## config.mk

```make
export PLATFORM = sky130hd
export DESIGN_NAME = mac_sighting_mru_table_unit_flat
export DESIGN_NICKNAME = d
export VERILOG_FILES = /design/src/rtl/core/mstu_pkg.sv /design/src/rtl/core/mstu_obs_if.sv /design/src/rtl/core/mstu_res_if.sv /design/src/rtl/core/mstu_cfg_if.sv /design/src/rtl/core/mstu_ctrl.sv /design/src/rtl/core/mstu_dpath.sv /design/src/rtl/core/mac_sighting_mru_table_unit.sv /design/src/flat_wrapper.sv
export VERILOG_INCLUDE_DIRS = /design/src /design/src/rtl/core
export SDC_FILE = /design/constraint.sdc
export NUM_CORES = 2
export LEC_CHECK = 0
export BUFFER_PORTS_ARGS = -buffer_cell sky130_fd_sc_hd__buf_2
export CORE_MARGIN = 2
export CORE_UTILIZATION = 65
export CTS_BUF_LIST = sky130_fd_sc_hd__clkbuf_8
export DETAILED_ROUTE_END_ITERATION = 6
export GPL_TIMING_DRIVEN = 0
export PLACE_DENSITY_LB_ADDON = 0.1
export SLEW_MARGIN = 5
export SYNTH_ARGS = -nofsm -noshare
export SYNTH_HDL_FRONTEND = slang
export SYNTH_SLANG_ARGS = --single-unit
```

## constraint.sdc

```tcl
create_clock -name i_clk -period 41.8 [get_ports i_clk]
set_input_delay 8.36 -clock i_clk [delete_from_list [all_inputs] [get_ports i_clk]]
set_output_delay 8.36 -clock i_clk [all_outputs]
set_load 0.05 [all_outputs]
```

## src/rtl/core/mac_sighting_mru_table_unit_assert.svh

```systemverilog
// ----------------------------------------------------------------------------
// Sighting table assertion macros
// Shared concurrent assertion forms for the sighting table blocks.
// ----------------------------------------------------------------------------
`ifndef MAC_SIGHTING_MRU_TABLE_UNIT_ASSERT_SVH
`define MAC_SIGHTING_MRU_TABLE_UNIT_ASSERT_SVH

// Checked on every rising edge outside reset.
`define MSTU_ASSERT(lbl, clk, rst_n, prop, msg) \
    lbl: assert property (@(posedge clk) disable iff (!rst_n) prop) else $error(msg);

// Checked on every rising edge, reset included.
`define MSTU_ASSERT_ALWAYS(lbl, clk, prop, msg) \
    lbl: assert property (@(posedge clk) prop) else $error(msg);

`endif

```

## src/rtl/core/mstu_pkg.sv

```systemverilog
// ----------------------------------------------------------------------------
// Sighting table package
// Sizes, codes, state encoding and the command and status groups.
// ----------------------------------------------------------------------------
`default_nettype none

package mstu_pkg;

    localparam int TABLE_DEPTH  = 16;
    localparam int IDX_W        = $clog2(TABLE_DEPTH);
    localparam int FILL_W       = $clog2(TABLE_DEPTH + 1);
    localparam int RESULT_LIMIT = 16;
    localparam int REP_W        = 5;
    localparam int CMP_W        = (FILL_W > REP_W) ? FILL_W : REP_W;

    typedef enum logic [2:0] {
        ST_UPDATED  = 3'd0,
        ST_INSERTED = 3'd1,
        ST_TOOCLOSE = 3'd2,
        ST_NONNEG   = 3'd3,
        ST_REPORT   = 3'd4,
        ST_EMPTY    = 3'd5
    } t_status;

    typedef enum logic [1:0] {
        REG_MIN_GAP    = 2'd0,
        REG_SORT_KEY   = 2'd1,
        REG_MAX_REPORT = 2'd2
    } t_reg_idx;

    typedef enum logic [1:0] {
        KEY_BEST = 2'd0,
        KEY_LAST = 2'd1,
        KEY_HITS = 2'd2
    } t_sort_key;

    typedef enum logic [3:0] {
        S_IDLE,
        S_SEARCH,
        S_HIT,
        S_MOVE,
        S_INSERT,
        S_EMIT_OBS,
        S_SCAN,
        S_EMIT_REP,
        S_EMIT_EMPTY
    } t_state;

    typedef struct packed {
        logic        [47:0] addr;
        logic signed [7:0]  last_str;
        logic signed [7:0]  best_str;
        logic        [31:0] last_time;
        logic        [31:0] best_time;
        logic        [7:0]  hits;
    } t_entry;

    typedef struct packed {
        logic    load;
        logic    search;
        logic    move;
        logic    insert;
        logic    scan;
        logic    emit;
        logic    report;
        t_status code;
    } t_cmd;

    typedef struct packed {
        logic in_valid;
        logic in_mode;
        logic fill_zero;
        logic rep_none;
        logic match;
        logic cnt_last;
        logic too_close;
        logic nonneg;
        logic out_free;
        logic rep_last;
    } t_stat;

endpackage

`default_nettype wire

```

## src/rtl/core/mstu_obs_if.sv

```systemverilog
// ----------------------------------------------------------------------------
// Sighting input channel
// Valid/ready channel carrying one observe or drain item per beat.
// ----------------------------------------------------------------------------
`default_nettype none

interface mstu_obs_if;
    logic               valid;
    logic               ready;
    logic               mode;
    logic        [47:0] mac;
    logic signed [7:0]  rssi;
    logic        [31:0] obs_time;

    modport source (output valid, mode, mac, rssi, obs_time, input ready);
    modport sink   (input valid, mode, mac, rssi, obs_time, output ready);
endinterface

`default_nettype wire

```

## src/rtl/core/mstu_res_if.sv

```systemverilog
// ----------------------------------------------------------------------------
// Sighting result channel
// Valid/ready channel carrying one result per beat.
// ----------------------------------------------------------------------------
`default_nettype none

interface mstu_res_if;
    logic               valid;
    logic               ready;
    logic        [2:0]  status;
    logic        [47:0] entry_addr;
    logic signed [7:0]  last_strength;
    logic signed [7:0]  best_strength;
    logic        [7:0]  hit_count;
    logic        [31:0] best_time;
    logic        [31:0] last_time;
    logic        [4:0]  table_fill;
    logic               last_of_run;

    modport source (output valid, status, entry_addr, last_strength, best_strength,
                    hit_count, best_time, last_time, table_fill, last_of_run,
                    input ready);
    modport sink   (input valid, status, entry_addr, last_strength, best_strength,
                    hit_count, best_time, last_time, table_fill, last_of_run,
                    output ready);
endinterface

`default_nettype wire

```

## src/rtl/core/mstu_cfg_if.sv

```systemverilog
// ----------------------------------------------------------------------------
// Sighting configuration channel
// Register write channel: one register index and its data per beat.
// ----------------------------------------------------------------------------
`default_nettype none

interface mstu_cfg_if;
    logic       valid;
    logic       ready;
    logic [1:0] idx;
    logic [7:0] data;

    modport source (output valid, idx, data, input ready);
    modport sink   (input valid, idx, data, output ready);
endinterface

`default_nettype wire

```

## src/rtl/core/mstu_ctrl.sv

```systemverilog
// ----------------------------------------------------------------------------
// Sighting table controller
// Sequences search, update, insertion, sorted report and result beats.
// ----------------------------------------------------------------------------
`default_nettype none

module mstu_ctrl (
    input  wire logic          i_clk,
    input  wire logic          i_rst_n,
    input  wire mstu_pkg::t_stat i_stat,
    output mstu_pkg::t_cmd     o_cmd,
    output logic               o_in_ready
);
    import mstu_pkg::*;

    t_state  r_state, n_state;
    t_status r_code,  n_code;

    always_ff @(posedge i_clk) begin
        if (!i_rst_n) begin
            r_state <= S_IDLE;
            r_code  <= ST_UPDATED;
        end else begin
            r_state <= n_state;
            r_code  <= n_code;
        end
    end

    always_comb begin
        n_state = r_state;
        n_code  = r_code;
        case (r_state)
            S_IDLE: begin
                if (i_stat.in_valid) begin
                    if (i_stat.in_mode) begin
                        n_state = i_stat.rep_none ? S_EMIT_EMPTY : S_SCAN;
                    end else begin
                        n_state = i_stat.fill_zero ? S_INSERT : S_SEARCH;
                    end
                end
            end
            S_SEARCH: begin
                if (i_stat.match) begin
                    n_state = S_HIT;
                end else if (i_stat.cnt_last) begin
                    n_state = S_INSERT;
                end
            end
            S_HIT: begin
                if (i_stat.too_close) begin
                    n_code  = ST_TOOCLOSE;
                    n_state = S_EMIT_OBS;
                end else if (i_stat.nonneg) begin
                    n_code  = ST_NONNEG;
                    n_state = S_EMIT_OBS;
                end else begin
                    n_state = S_MOVE;
                end
            end
            S_MOVE: begin
                n_code  = ST_UPDATED;
                n_state = S_EMIT_OBS;
            end
            S_INSERT: begin
                n_code  = ST_INSERTED;
                n_state = S_EMIT_OBS;
            end
            S_EMIT_OBS: begin
                if (i_stat.out_free) begin
                    n_state = S_IDLE;
                end
            end
            S_SCAN: begin
                if (i_stat.cnt_last) begin
                    n_state = S_EMIT_REP;
                end
            end
            S_EMIT_REP: begin
                if (i_stat.out_free) begin
                    n_state = i_stat.rep_last ? S_IDLE : S_SCAN;
                end
            end
            S_EMIT_EMPTY: begin
                if (i_stat.out_free) begin
                    n_state = S_IDLE;
                end
            end
            default: n_state = S_IDLE;
        endcase
    end

    always_comb begin
        o_cmd      = '0;
        o_cmd.code = r_code;
        o_in_ready = 1'b0;
        case (r_state)
            S_IDLE: begin
                o_in_ready = 1'b1;
                o_cmd.load = i_stat.in_valid;
            end
            S_SEARCH: o_cmd.search = 1'b1;
            S_MOVE:   o_cmd.move   = 1'b1;
            S_INSERT: o_cmd.insert = 1'b1;
            S_EMIT_OBS: o_cmd.emit = i_stat.out_free;
            S_SCAN:   o_cmd.scan   = 1'b1;
            S_EMIT_REP: begin
                o_cmd.emit   = i_stat.out_free;
                o_cmd.report = 1'b1;
                o_cmd.code   = ST_REPORT;
            end
            S_EMIT_EMPTY: begin
                o_cmd.emit = i_stat.out_free;
                o_cmd.code = ST_EMPTY;
            end
            default: o_cmd = '0;
        endcase
    end

endmodule

`default_nettype wire

```

## src/rtl/core/mstu_dpath.sv

```systemverilog
// ----------------------------------------------------------------------------
// Sighting table datapath
// Entry row with move-to-front shifting, the address scan, the sort key scan,
// configuration registers and the result register.
// ----------------------------------------------------------------------------
`default_nettype none
`include "mac_sighting_mru_table_unit_assert.svh"

module mstu_dpath (
    input  wire logic               i_clk,
    input  wire logic               i_rst_n,
    input  wire mstu_pkg::t_cmd     i_cmd,
    output mstu_pkg::t_stat         o_stat,
    input  wire logic               i_in_valid,
    input  wire logic               i_mode,
    input  wire logic        [47:0] i_mac,
    input  wire logic signed [7:0]  i_rssi,
    input  wire logic        [31:0] i_obs_time,
    input  wire logic               i_cfg_valid,
    input  wire logic        [1:0]  i_cfg_idx,
    input  wire logic        [7:0]  i_cfg_data,
    input  wire logic               i_out_ready,
    output logic                    o_out_valid,
    output logic             [2:0]  o_status,
    output logic             [47:0] o_entry_addr,
    output logic signed      [7:0]  o_last_strength,
    output logic signed      [7:0]  o_best_strength,
    output logic             [7:0]  o_hit_count,
    output logic             [31:0] o_best_time,
    output logic             [31:0] o_last_time,
    output logic             [4:0]  o_table_fill,
    output logic                    o_last_of_run
);
    import mstu_pkg::*;

    t_entry                r_tab [TABLE_DEPTH];
    logic [FILL_W-1:0]     r_fill;
    logic [FILL_W-1:0]     r_n;
    logic [47:0]           r_mac;
    logic signed [7:0]     r_rssi;
    logic [31:0]           r_time;
    logic [IDX_W-1:0]      r_cnt;
    logic [IDX_W-1:0]      r_sel;
    logic [TABLE_DEPTH-1:0] r_taken;
    logic                  r_have;
    logic signed [8:0]     r_best_key;
    logic [REP_W-1:0]      r_count;
    logic [REP_W-1:0]      r_emitted;
    logic [7:0]            r_min_gap;
    logic [1:0]            r_sort_key;
    logic [4:0]            r_max_report;

    t_entry                e_cur;
    t_entry                e_upd;
    t_entry                e_new;
    logic signed [8:0]     key;
    logic                  cand;
    logic [IDX_W-1:0]      best_idx;
    logic [CMP_W-1:0]      m1;
    logic [CMP_W-1:0]      m2;
    logic [31:0]           gap;
    logic                  out_free;

    // Single read pointer into the entry row.
    assign e_cur = r_tab[r_cnt];

    assign gap      = r_time - e_cur.last_time;
    assign out_free = !o_out_valid || i_out_ready;

    always_comb begin
        m1 = (CMP_W'(r_fill) < CMP_W'(r_max_report)) ? CMP_W'(r_fill) : CMP_W'(r_max_report);
        m2 = (m1 < CMP_W'(RESULT_LIMIT)) ? m1 : CMP_W'(RESULT_LIMIT);
    end

    always_comb begin
        case (r_sort_key)
            KEY_BEST: key = {e_cur.best_str[7], e_cur.best_str};
            KEY_LAST: key = {e_cur.last_str[7], e_cur.last_str};
            KEY_HITS: key = {1'b0, e_cur.hits};
            default:  key = '0;
        endcase
    end

    // Strict compare keeps the earlier entry on equal keys.
    assign cand     = !r_taken[r_cnt] && (!r_have || (key > r_best_key));
    assign best_idx = cand ? r_cnt : r_sel;

    always_comb begin
        e_upd           = e_cur;
        e_upd.last_str  = r_rssi;
        e_upd.last_time = r_time;
        e_upd.hits      = e_cur.hits + 8'd1;
        if (e_cur.best_str < r_rssi) begin
            e_upd.best_str  = r_rssi;
            e_upd.best_time = r_time;
        end
    end

    always_comb begin
        e_new.addr      = r_mac;
        e_new.last_str  = r_rssi;
        e_new.best_str  = r_rssi;
        e_new.last_time = r_time;
        e_new.best_time = r_time;
        e_new.hits      = 8'd1;
    end

    always_comb begin
        o_stat.in_valid  = i_in_valid;
        o_stat.in_mode   = i_mode;
        o_stat.fill_zero = (r_fill == '0);
        o_stat.rep_none  = (m2 == '0);
        o_stat.match     = (e_cur.addr == r_mac);
        o_stat.cnt_last  = (r_cnt == IDX_W'(r_n - FILL_W'(1)));
        o_stat.too_close = (gap < {24'd0, r_min_gap});
        o_stat.nonneg    = !r_rssi[7];
        o_stat.out_free  = out_free;
        o_stat.rep_last  = ((r_emitted + REP_W'(1)) == r_count);
    end

    always_ff @(posedge i_clk) begin
        if (i_cmd.move) begin
            for (int j = 0; j < TABLE_DEPTH; j++) begin
                if (j == 0) begin
                    r_tab[j] <= e_upd;
                end else if (IDX_W'(j) <= r_cnt) begin
                    r_tab[j] <= r_tab[j-1];
                end
            end
        end else if (i_cmd.insert) begin
            for (int j = 0; j < TABLE_DEPTH; j++) begin
                if (j == 0) begin
                    r_tab[j] <= e_new;
                end else begin
                    r_tab[j] <= r_tab[j-1];
                end
            end
        end
    end

    always_ff @(posedge i_clk) begin
        if (i_cmd.load) begin
            r_mac  <= i_mac;
            r_rssi <= i_rssi;
            r_time <= i_obs_time;
        end
    end

    always_ff @(posedge i_clk) begin
        if (!i_rst_n) begin
            r_fill       <= '0;
            r_n          <= '0;
            r_cnt        <= '0;
            r_sel        <= '0;
            r_taken      <= '0;
            r_have       <= 1'b0;
            r_best_key   <= '0;
            r_count      <= '0;
            r_emitted    <= '0;
            r_min_gap    <= 8'd5;
            r_sort_key   <= KEY_LAST;
            r_max_report <= 5'd5;
        end else begin
            if (i_cfg_valid) begin
                case (i_cfg_idx)
                    REG_MIN_GAP:    r_min_gap    <= i_cfg_data;
                    REG_SORT_KEY:   r_sort_key   <= i_cfg_data[1:0];
                    REG_MAX_REPORT: r_max_report <= i_cfg_data[4:0];
                    default: ;
                endcase
            end
            if (i_cmd.load) begin
                r_n       <= r_fill;
                r_cnt     <= '0;
                r_have    <= 1'b0;
                r_taken   <= '0;
                r_emitted <= '0;
                r_count   <= REP_W'(m2);
                if (i_mode) begin
                    r_fill <= '0;
                end
            end
            if (i_cmd.search && !o_stat.match) begin
                r_cnt <= r_cnt + IDX_W'(1);
            end
            if (i_cmd.move) begin
                r_cnt <= '0;
            end
            if (i_cmd.insert) begin
                r_cnt <= '0;
                if (r_n < FILL_W'(TABLE_DEPTH)) begin
                    r_n    <= r_n + FILL_W'(1);
                    r_fill <= r_n + FILL_W'(1);
                end
            end
            if (i_cmd.scan) begin
                r_sel <= best_idx;
                if (cand) begin
                    r_have     <= 1'b1;
                    r_best_key <= key;
                end
                // The winner's index becomes the read pointer for the beat.
                r_cnt <= o_stat.cnt_last ? best_idx : (r_cnt + IDX_W'(1));
            end
            if (i_cmd.emit && i_cmd.report) begin
                r_taken[r_cnt] <= 1'b1;
                r_emitted      <= r_emitted + REP_W'(1);
                r_cnt          <= '0;
                r_have         <= 1'b0;
            end
        end
    end

    always_ff @(posedge i_clk) begin
        if (!i_rst_n) begin
            o_out_valid <= 1'b0;
        end else if (i_cmd.emit) begin
            o_out_valid <= 1'b1;
        end else if (i_out_ready) begin
            o_out_valid <= 1'b0;
        end
    end

    always_ff @(posedge i_clk) begin
        if (i_cmd.emit) begin
            o_status     <= i_cmd.code;
            o_table_fill <= 5'(r_n);
            if (i_cmd.code == ST_EMPTY) begin
                o_entry_addr    <= '0;
                o_last_strength <= '0;
                o_best_strength <= '0;
                o_hit_count     <= '0;
                o_best_time     <= '0;
                o_last_time     <= '0;
            end else begin
                o_entry_addr    <= e_cur.addr;
                o_last_strength <= e_cur.last_str;
                o_best_strength <= e_cur.best_str;
                o_hit_count     <= e_cur.hits;
                o_best_time     <= e_cur.best_time;
                o_last_time     <= e_cur.last_time;
            end
            o_last_of_run <= i_cmd.report ? o_stat.rep_last : 1'b1;
        end
    end

    `MSTU_ASSERT(a_emit_free, i_clk, i_rst_n, i_cmd.emit |-> out_free, "result beat overwrites a waiting result")
    `MSTU_ASSERT(a_emit_count, i_clk, i_rst_n, r_emitted <= r_count, "more report beats than entries due")
    `MSTU_ASSERT(a_insert_fill, i_clk, i_rst_n, i_cmd.insert |=> (r_fill != '0), "insertion left the table empty")
    `MSTU_ASSERT(a_fill_max, i_clk, i_rst_n, r_fill <= FILL_W'(TABLE_DEPTH), "fill count beyond table depth")

endmodule

`default_nettype wire

```

## src/rtl/core/mac_sighting_mru_table_unit.sv

```systemverilog
// ----------------------------------------------------------------------------
// Device sighting table with sorted report
// Keeps up to TABLE_DEPTH device sightings in most-recent-first order. An
// observe item scans the table one entry per clock for its address, using
// the single compare over the entry row, and its result beat may wait for
// the result channel. A drain item picks each reported entry by a full pass
// over the held entries, where the number reported is the smallest of the
// fill, max_report and 16. One item is worked on at a time, and the next is
// taken once its last result beat has been placed in the output register.
// No clearing pass is needed after reset.
// ----------------------------------------------------------------------------
`default_nettype none

module mac_sighting_mru_table_unit (
    input  wire logic  i_clk,
    input  wire logic  i_rst_n,
    mstu_obs_if.sink   i_obs,
    mstu_res_if.source o_res,
    mstu_cfg_if.sink   i_cfg
);
    import mstu_pkg::*;

    t_cmd  w_cmd;
    t_stat w_stat;
    logic  w_in_ready;

    assign i_obs.ready = w_in_ready;
    assign i_cfg.ready = 1'b1;

    mstu_ctrl u_ctrl (
        .i_clk      (i_clk),
        .i_rst_n    (i_rst_n),
        .i_stat     (w_stat),
        .o_cmd      (w_cmd),
        .o_in_ready (w_in_ready)
    );

    mstu_dpath u_dpath (
        .i_clk           (i_clk),
        .i_rst_n         (i_rst_n),
        .i_cmd           (w_cmd),
        .o_stat          (w_stat),
        .i_in_valid      (i_obs.valid),
        .i_mode          (i_obs.mode),
        .i_mac           (i_obs.mac),
        .i_rssi          (i_obs.rssi),
        .i_obs_time      (i_obs.obs_time),
        .i_cfg_valid     (i_cfg.valid),
        .i_cfg_idx       (i_cfg.idx),
        .i_cfg_data      (i_cfg.data),
        .i_out_ready     (o_res.ready),
        .o_out_valid     (o_res.valid),
        .o_status        (o_res.status),
        .o_entry_addr    (o_res.entry_addr),
        .o_last_strength (o_res.last_strength),
        .o_best_strength (o_res.best_strength),
        .o_hit_count     (o_res.hit_count),
        .o_best_time     (o_res.best_time),
        .o_last_time     (o_res.last_time),
        .o_table_fill    (o_res.table_fill),
        .o_last_of_run   (o_res.last_of_run)
    );

endmodule

`default_nettype wire
```

## src/flat_wrapper.sv

```systemverilog
// flat-port wrapper written by rule: the top's interface ports become plain ports
module mac_sighting_mru_table_unit_flat import mstu_pkg::*;
  (i_clk, i_rst_n, i_obs_valid, i_obs_mode, i_obs_mac, i_obs_rssi, i_obs_obs_time, i_obs_ready, o_res_valid, o_res_status, o_res_entry_addr, o_res_last_strength, o_res_best_strength, o_res_hit_count, o_res_best_time, o_res_last_time, o_res_table_fill, o_res_last_of_run, o_res_ready, i_cfg_valid, i_cfg_idx, i_cfg_data, i_cfg_ready);
  mstu_obs_if i_obs_i ();
  mstu_res_if o_res_i ();
  mstu_cfg_if i_cfg_i ();
  input  wire logic i_clk;
  input  wire logic i_rst_n;
  input wire logic [$bits(i_obs_i.valid)-1:0] i_obs_valid;
  input wire logic [$bits(i_obs_i.mode)-1:0] i_obs_mode;
  input wire logic [$bits(i_obs_i.mac)-1:0] i_obs_mac;
  input wire logic [$bits(i_obs_i.rssi)-1:0] i_obs_rssi;
  input wire logic [$bits(i_obs_i.obs_time)-1:0] i_obs_obs_time;
  output wire logic [$bits(i_obs_i.ready)-1:0] i_obs_ready;
  output wire logic [$bits(o_res_i.valid)-1:0] o_res_valid;
  output wire logic [$bits(o_res_i.status)-1:0] o_res_status;
  output wire logic [$bits(o_res_i.entry_addr)-1:0] o_res_entry_addr;
  output wire logic [$bits(o_res_i.last_strength)-1:0] o_res_last_strength;
  output wire logic [$bits(o_res_i.best_strength)-1:0] o_res_best_strength;
  output wire logic [$bits(o_res_i.hit_count)-1:0] o_res_hit_count;
  output wire logic [$bits(o_res_i.best_time)-1:0] o_res_best_time;
  output wire logic [$bits(o_res_i.last_time)-1:0] o_res_last_time;
  output wire logic [$bits(o_res_i.table_fill)-1:0] o_res_table_fill;
  output wire logic [$bits(o_res_i.last_of_run)-1:0] o_res_last_of_run;
  input wire logic [$bits(o_res_i.ready)-1:0] o_res_ready;
  input wire logic [$bits(i_cfg_i.valid)-1:0] i_cfg_valid;
  input wire logic [$bits(i_cfg_i.idx)-1:0] i_cfg_idx;
  input wire logic [$bits(i_cfg_i.data)-1:0] i_cfg_data;
  output wire logic [$bits(i_cfg_i.ready)-1:0] i_cfg_ready;
  assign i_obs_i.valid = i_obs_valid;
  assign i_obs_i.mode = i_obs_mode;
  assign i_obs_i.mac = i_obs_mac;
  assign i_obs_i.rssi = i_obs_rssi;
  assign i_obs_i.obs_time = i_obs_obs_time;
  assign i_obs_ready = i_obs_i.ready;
  assign o_res_valid = o_res_i.valid;
  assign o_res_status = o_res_i.status;
  assign o_res_entry_addr = o_res_i.entry_addr;
  assign o_res_last_strength = o_res_i.last_strength;
  assign o_res_best_strength = o_res_i.best_strength;
  assign o_res_hit_count = o_res_i.hit_count;
  assign o_res_best_time = o_res_i.best_time;
  assign o_res_last_time = o_res_i.last_time;
  assign o_res_table_fill = o_res_i.table_fill;
  assign o_res_last_of_run = o_res_i.last_of_run;
  assign o_res_i.ready = o_res_ready;
  assign i_cfg_i.valid = i_cfg_valid;
  assign i_cfg_i.idx = i_cfg_idx;
  assign i_cfg_i.data = i_cfg_data;
  assign i_cfg_ready = i_cfg_i.ready;
  mac_sighting_mru_table_unit u_core (.i_clk(i_clk), .i_rst_n(i_rst_n), .i_obs(i_obs_i), .o_res(o_res_i), .i_cfg(i_cfg_i));
endmodule
```

**Word-level counts from Yosys, hierarchy flattened**

Memory sizes are Yosys's and may differ from the RTL's. A register that Yosys moved wholly into a read port is not among the register bits.
Cells that the tools add are included.

- Input port bits: 104
- Bits in registers: 310
- Output and inout bits: 148
- Memories kept: 1
- Memory bits (writable): 2176
- Logic and storage cells: 253

Memory list:

| name | words | bits a word | read ports | clocked after memory_dff | write ports | RTL line | text |
|---|---|---|---|---|---|---|---|
| u_core.u_dpath.r_tab | 16 | 136 | 16 | 1 | 16 | mstu_dpath.sv:36 | `t_entry r_tab [TABLE_DEPTH];` |

- Reduce and logical (&&, ||, !) cells: 30
- Magnitude comparators: 23
- Bitwise operators: 18
- Multiplexer cells: 126
- $add $sub $neg: 6
- Equal/unequal tests: 22

Operators by type and width:

| cell | number |
|---|---|
| $mux W136 | 16 |
| $mux W4 | 17 |
| $mux W1 | 65 |
| $mux W5 | 11 |
| $eq A48 B48 Y1 | 1 |
| $mux W16 | 3 |
| $le A4 B4 Y1 const A | 8 |
| $lt A32 B8 Y1 | 1 |
| $mux W32 | 1 |
| $sub A32 B32 Y32 | 1 |
| $pmux W4 S7 | 1 |
| $pmux W9 S3 | 1 |
| $mux W3 | 6 |
| $pmux W3 S3 | 2 |
| $eq A4 B3 Y1 const B | 4 |
| $le A3 B4 Y1 const A | 4 |
| $or A1 B1 Y1 | 16 |
| $or A16 B16 Y16 | 1 |
| $add A5 B1 Y5 const B | 2 |
| $logic_not A5 Y1 | 2 |
| $lt A5 B5 Y1 const B | 2 |
| $reduce_and A2 Y1 | 5 |
| $gt A9 B9 Y1 | 1 |
| $add A8 B1 Y8 const B | 1 |
| 35 further kinds | 53 |

**Longest topological paths before layout**

- Word-level depth: 10
- Depth in mapped cells: 32
- Depth with buffers taken out: 22

**Modules after synthesis**

Synthesis repeated with hierarchy kept, for this count alone.

- Cell total of the unflattened synthesis: 4996
- Area total of the unflattened synthesis: 99523.0 um2

By module, submodules not included:

| module | times used | cells each | area an instance (um2) |
|---|---|---|---|
| mstu_dpath | 1 | 4913 | 98908.6 |
| mstu_ctrl | 1 | 81 | 603.1 |
| mac_sighting_mru_table_unit | 1 | 2 | 11.3 |

**Least setup slack after synthesis**

Ideal clock, no wire load.

- Path type: register to register
- From: register u_core.u_ctrl.r_state[0]
- To: memory u_core.u_dpath.r_tab[2][0] in the netlist's numbering (enable)
- Arrival: 16718 ps
- Cell stages (with the launch flop): 7
- Clock period less this slack: 17232 ps
- Required time: 41286 ps
- Path slack: 24568 ps
- Cell sequence: dfxtp_1 -> clkbuf_1 -> nand2b_1 -> nand2b_1 -> o21ai_0 -> a21o_1 -> nand2b_1

RTL lines:

| element | RTL line | text |
|---|---|---|
| start: declaration | mstu_ctrl.sv:16 | `t_state r_state, n_state;` |
| start signal: assignment | mstu_ctrl.sv:24 | `r_state <= n_state;` |
| end: declaration | mstu_dpath.sv:36 |  |

==> run_results.csv <==
group,metric,value,unit
run_status,outcome,"finished, violations left",
run_status,violations,"max-capacitance violations, max-slew violations",
placed_design,place_area,106000,um^2
worst_setup_path,r2r_slack,30.69,ns
hold_path,min_path_type,"reg2reg",
clock_tree,clk_latency,1.06,ns
sta,relSlewSlack,-0.000910,%
sta,tns,0,ns
clock_tree,clock_sinks,2489,
worst_setup_path,critical_path_arrival,12.03,ns
grt,overflow,0,
logic_synthesis,avgSynthCellArea,19.6,um^2
grt,grt.total_usage,38.3,%
detailed_routing,drt_wl_total,299,mm
power,intPower,4.92,mW
sta,drv_slew,2,
worst_setup_path,start_kind,"flop",
power,powerDensity,64.1,nW/um^2
finish,nNetsFinal,6019,
hold_path,hold_path.startpoint,"u_core.u_dpath.r_tab[3][48]",
sta,fmax,90.0,MHz
finish,final_cell_mix,"edfxtp_1, mux4_2, clkbuf_8",
clock_tree,cts_tree,"built",
logic_synthesis,synth-xor-area-share,0.861,%
worst_setup_path,slowest_stage,"nor4b_4",
logic_synthesis,synthMuxAreaShare,15.0,%
finish,drive_above_1_share,26.3,%
logic_synthesis,ys_ff_latch,2489,
logic_synthesis,synth_edf_count,2401,
finish,final_util,74.6,%
die,die_y,396,um
worst_setup_path,crit_path_end_kind,"flop",
finish,fillers,8650,
detailed_routing,viasPerCell,7.19,
grt,grt_antenna_before_repair,13,
run,maxCapViolCount,2,
detailed_routing,drtIter0Drc,9643,
logic_synthesis,synth-simple-area-share,3.72,%
die,dieWidth,396,um
finish,instances_no_fill,8159,
placed_design,pre_cts_ws,30.82,ns
logic_synthesis,synth_cells,5076,
placed_design,gp_congestion,0.963,
sta,worst_pin_slew,1.50,ns
power,p_sw,2.36,mW
logic_synthesis,synthAdderAreaFrac,0.874,%
clock_tree,cts-root-buf,"clkbuf_8",
logic_synthesis,synth-compound-area-share,3.68,%
die,core_region_area,152000,um^2
sta,rsz0062_at_grt,"false",
worst_setup_path,required,42.72,ns
sta,worst_slack,30.69,ns
clock_tree,path_clk_slew,0.07,ns
detailed_routing,first_pass_iters,7,
die,start_util,65.5,%
power,power.share.clock,26.5,%
die,io-pin-count,252,
finish,area_growth,13.8,%
power,vdd_ir_drop_max,46.3,uV
detailed_routing,vias,58600,
logic_synthesis,synth_top_family_by_area,"multiplexers",
sta,holdWs,0.402,ns
power,power_frac_comb,24.5,%
power,finalPower,7.27,mW
sta,fin_crit,11.11,ns
logic_synthesis,synth_cell_types,88,
placed_design,portBuffers,250,
clock_tree,postCtsSetupRepairBufs,0,
detailed_routing,ant_nets,0,
sta,fin_skew,0.0618,ns
clock_tree,numCtsBuffers,397,
placed_design,placed_cells,7477,
sta,finalSetupViolations,0,
grt,grt_pass1_wl,418,mm
worst_setup_path,cpPeakStageDelay,0.89,ns
clock_tree,hold_buffers,0,
grt,grt_pass1_vias,57200,
power,p_seq_share,49.0,%
clock_tree,cts_resized,0,
clock_tree,clockBufferDepth,4,
logic_synthesis,ys_async_sr_fraction,0,%
logic_synthesis,syn_nets,5249,
worst_setup_path,crit_top_cell,"buf_2",
grt,grt_max_degree,78,
sta,fin_crit_sh,26.6,%
finish,layout_commonest_cell,"edfxtp_1",
detailed_routing,drc_errors,0,
logic_synthesis,synth_area,99700,um^2
finish,final_cell_area,113000,um^2
logic_synthesis,ys_warn_count,0,
power,leakage,37.2,nW
worst_setup_path,path_class,"reg2reg",
die,row_count,143,
power,sw_frac_of_total,32.4,%
detailed_routing,wire_per_inst,36.7,um
logic_synthesis,ys_seq_area_share,74.1,%
die,dieArea,156000,um^2
sta,finalHoldViolations,0,
clock_tree,htree_num_levels,5,
placed_design,dp_hpwl,198,mm
worst_setup_path,critPathMaxFanout,10,
logic_synthesis,synth_ff_type,"edfxtp_1",
state kept, by name (all words and copies together), names as in the netlist, 9 cells and up, named ones only:
signal / cells
u_core.u_dpath.r_time: 32
u_core.u_dpath.r_tab: 2176
u_core.u_dpath.r_mac: 48
u_core.u_dpath.o_best_time: 32
u_core.u_dpath.o_last_time: 32
u_core.u_dpath.o_entry_addr: 48
u_core.u_dpath.r_taken: 16
u_core.u_dpath.r_best_key: 9
Yosys cell counts, types with 27 or more instances:
| master | n | area, um^2 |
|---|---|---|
| nand2_1 | 213 | 800 |
| inv_1 | 95 | 357 |
| edfxtp_1 | 2401 | 72100 |
| xor2_1 | 40 | 350 |
| buf_2 | 74 | 370 |
| ha_1 | 68 | 851 |
| xnor2_1 | 58 | 508 |
| a22o_1 | 70 | 613 |
| nor2_1 | 176 | 661 |
| o21ai_0 | 96 | 480 |
| a31oi_1 | 27 | 169 |
| a22oi_1 | 44 | 330 |
| clkbuf_1 | 130 | 488 |
| o22ai_1 | 32 | 200 |
| dfxtp_1 | 88 | 1760 |
| nor3_1 | 30 | 150 |
| mux2_2 | 36 | 405 |
| mux2i_1 | 149 | 1490 |
| and2_1 | 132 | 826 |
| a21oi_1 | 105 | 526 |
| mux4_2 | 577 | 13000 |
| nor2b_1 | 65 | 407 |
| nand3_1 | 41 | 205 |
critical path: cells and delay by family, from the launching register on:
family	cells	cell delay, ns
adders and majority gates	2	0.61
buffers and inverters	11	5.01
and+or+nand+nor	6	1.79
muxes	1	0.42
AOI/OAI and AO/OA	8	2.61
xor gates and xnor gates	1	0.18
DFF	1	0.31
area by class of cell:
| type | instances | area (um^2) | share of cell area [%] |
|---|---|---|---|
| flip-flops and latches | 2489 | 73900 | 65.1 |
| multi-input cells | 2220 | 24200 | 21.4 |
| clock buffers | 418 | 5750 | 5.07 |
| repair buffers | 371 | 4000 | 3.53 |
| well taps | 2030 | 2540 | 2.24 |
| plain buffers | 268 | 1370 | 1.21 |
| clock inverters | 256 | 1280 | 1.13 |
| inverters | 99 | 379 | 0.334 |
| diodes | 8 | 20.0 | 0.0177 |
cells by family (layout without fill, tap and decap cells):
group,count (synthesis),count (layout)
xor gates and xnor gates,98,98
buffers and inverters,367,1412
other,1,9
muxes,765,765
adders and majority gates,69,69
AOI/OAI and AO/OA,534,534
and+or+nand+nor,753,753
DFF,2489,2489
path summary, 6_finish.rpt:
| check | end | cells past startpoint |
|---|---|---|
| setup reg to reg | u_core.u_ctrl.r_state[1] | 29 |
| hold / removal | u_core.u_dpath.r_tab[4][48] | 0 |
| hold reg to reg | u_core.u_dpath.r_tab[4][48] | 0 |
| setup / recovery | u_core.u_ctrl.r_state[1] | 29 |
power by group through the flow:
stage	Sequential [mW]	Combinational [mW]	Clock (mW)
global route	3.58	1.84	2.04
detailed placement	3.59	1.74	0
global placement	3.84	1.57	0
floorplan	3.73	0.886	0
CTS	3.54	1.75	1.94
finish	3.56	1.78	1.93
routing by layer:
layer / vias up / part of all wire (%) / track usage (%)
li1: 22300 / - / -
met1: 29700 / 35 / 53.7
met2: 5673 / 44 / 55.6
met3: 1020 / 14 / 10.3
met4: 12 / 6.7 / 21.3
met5: - / 0.030 / 0
(Power assumes the default switching activity.)
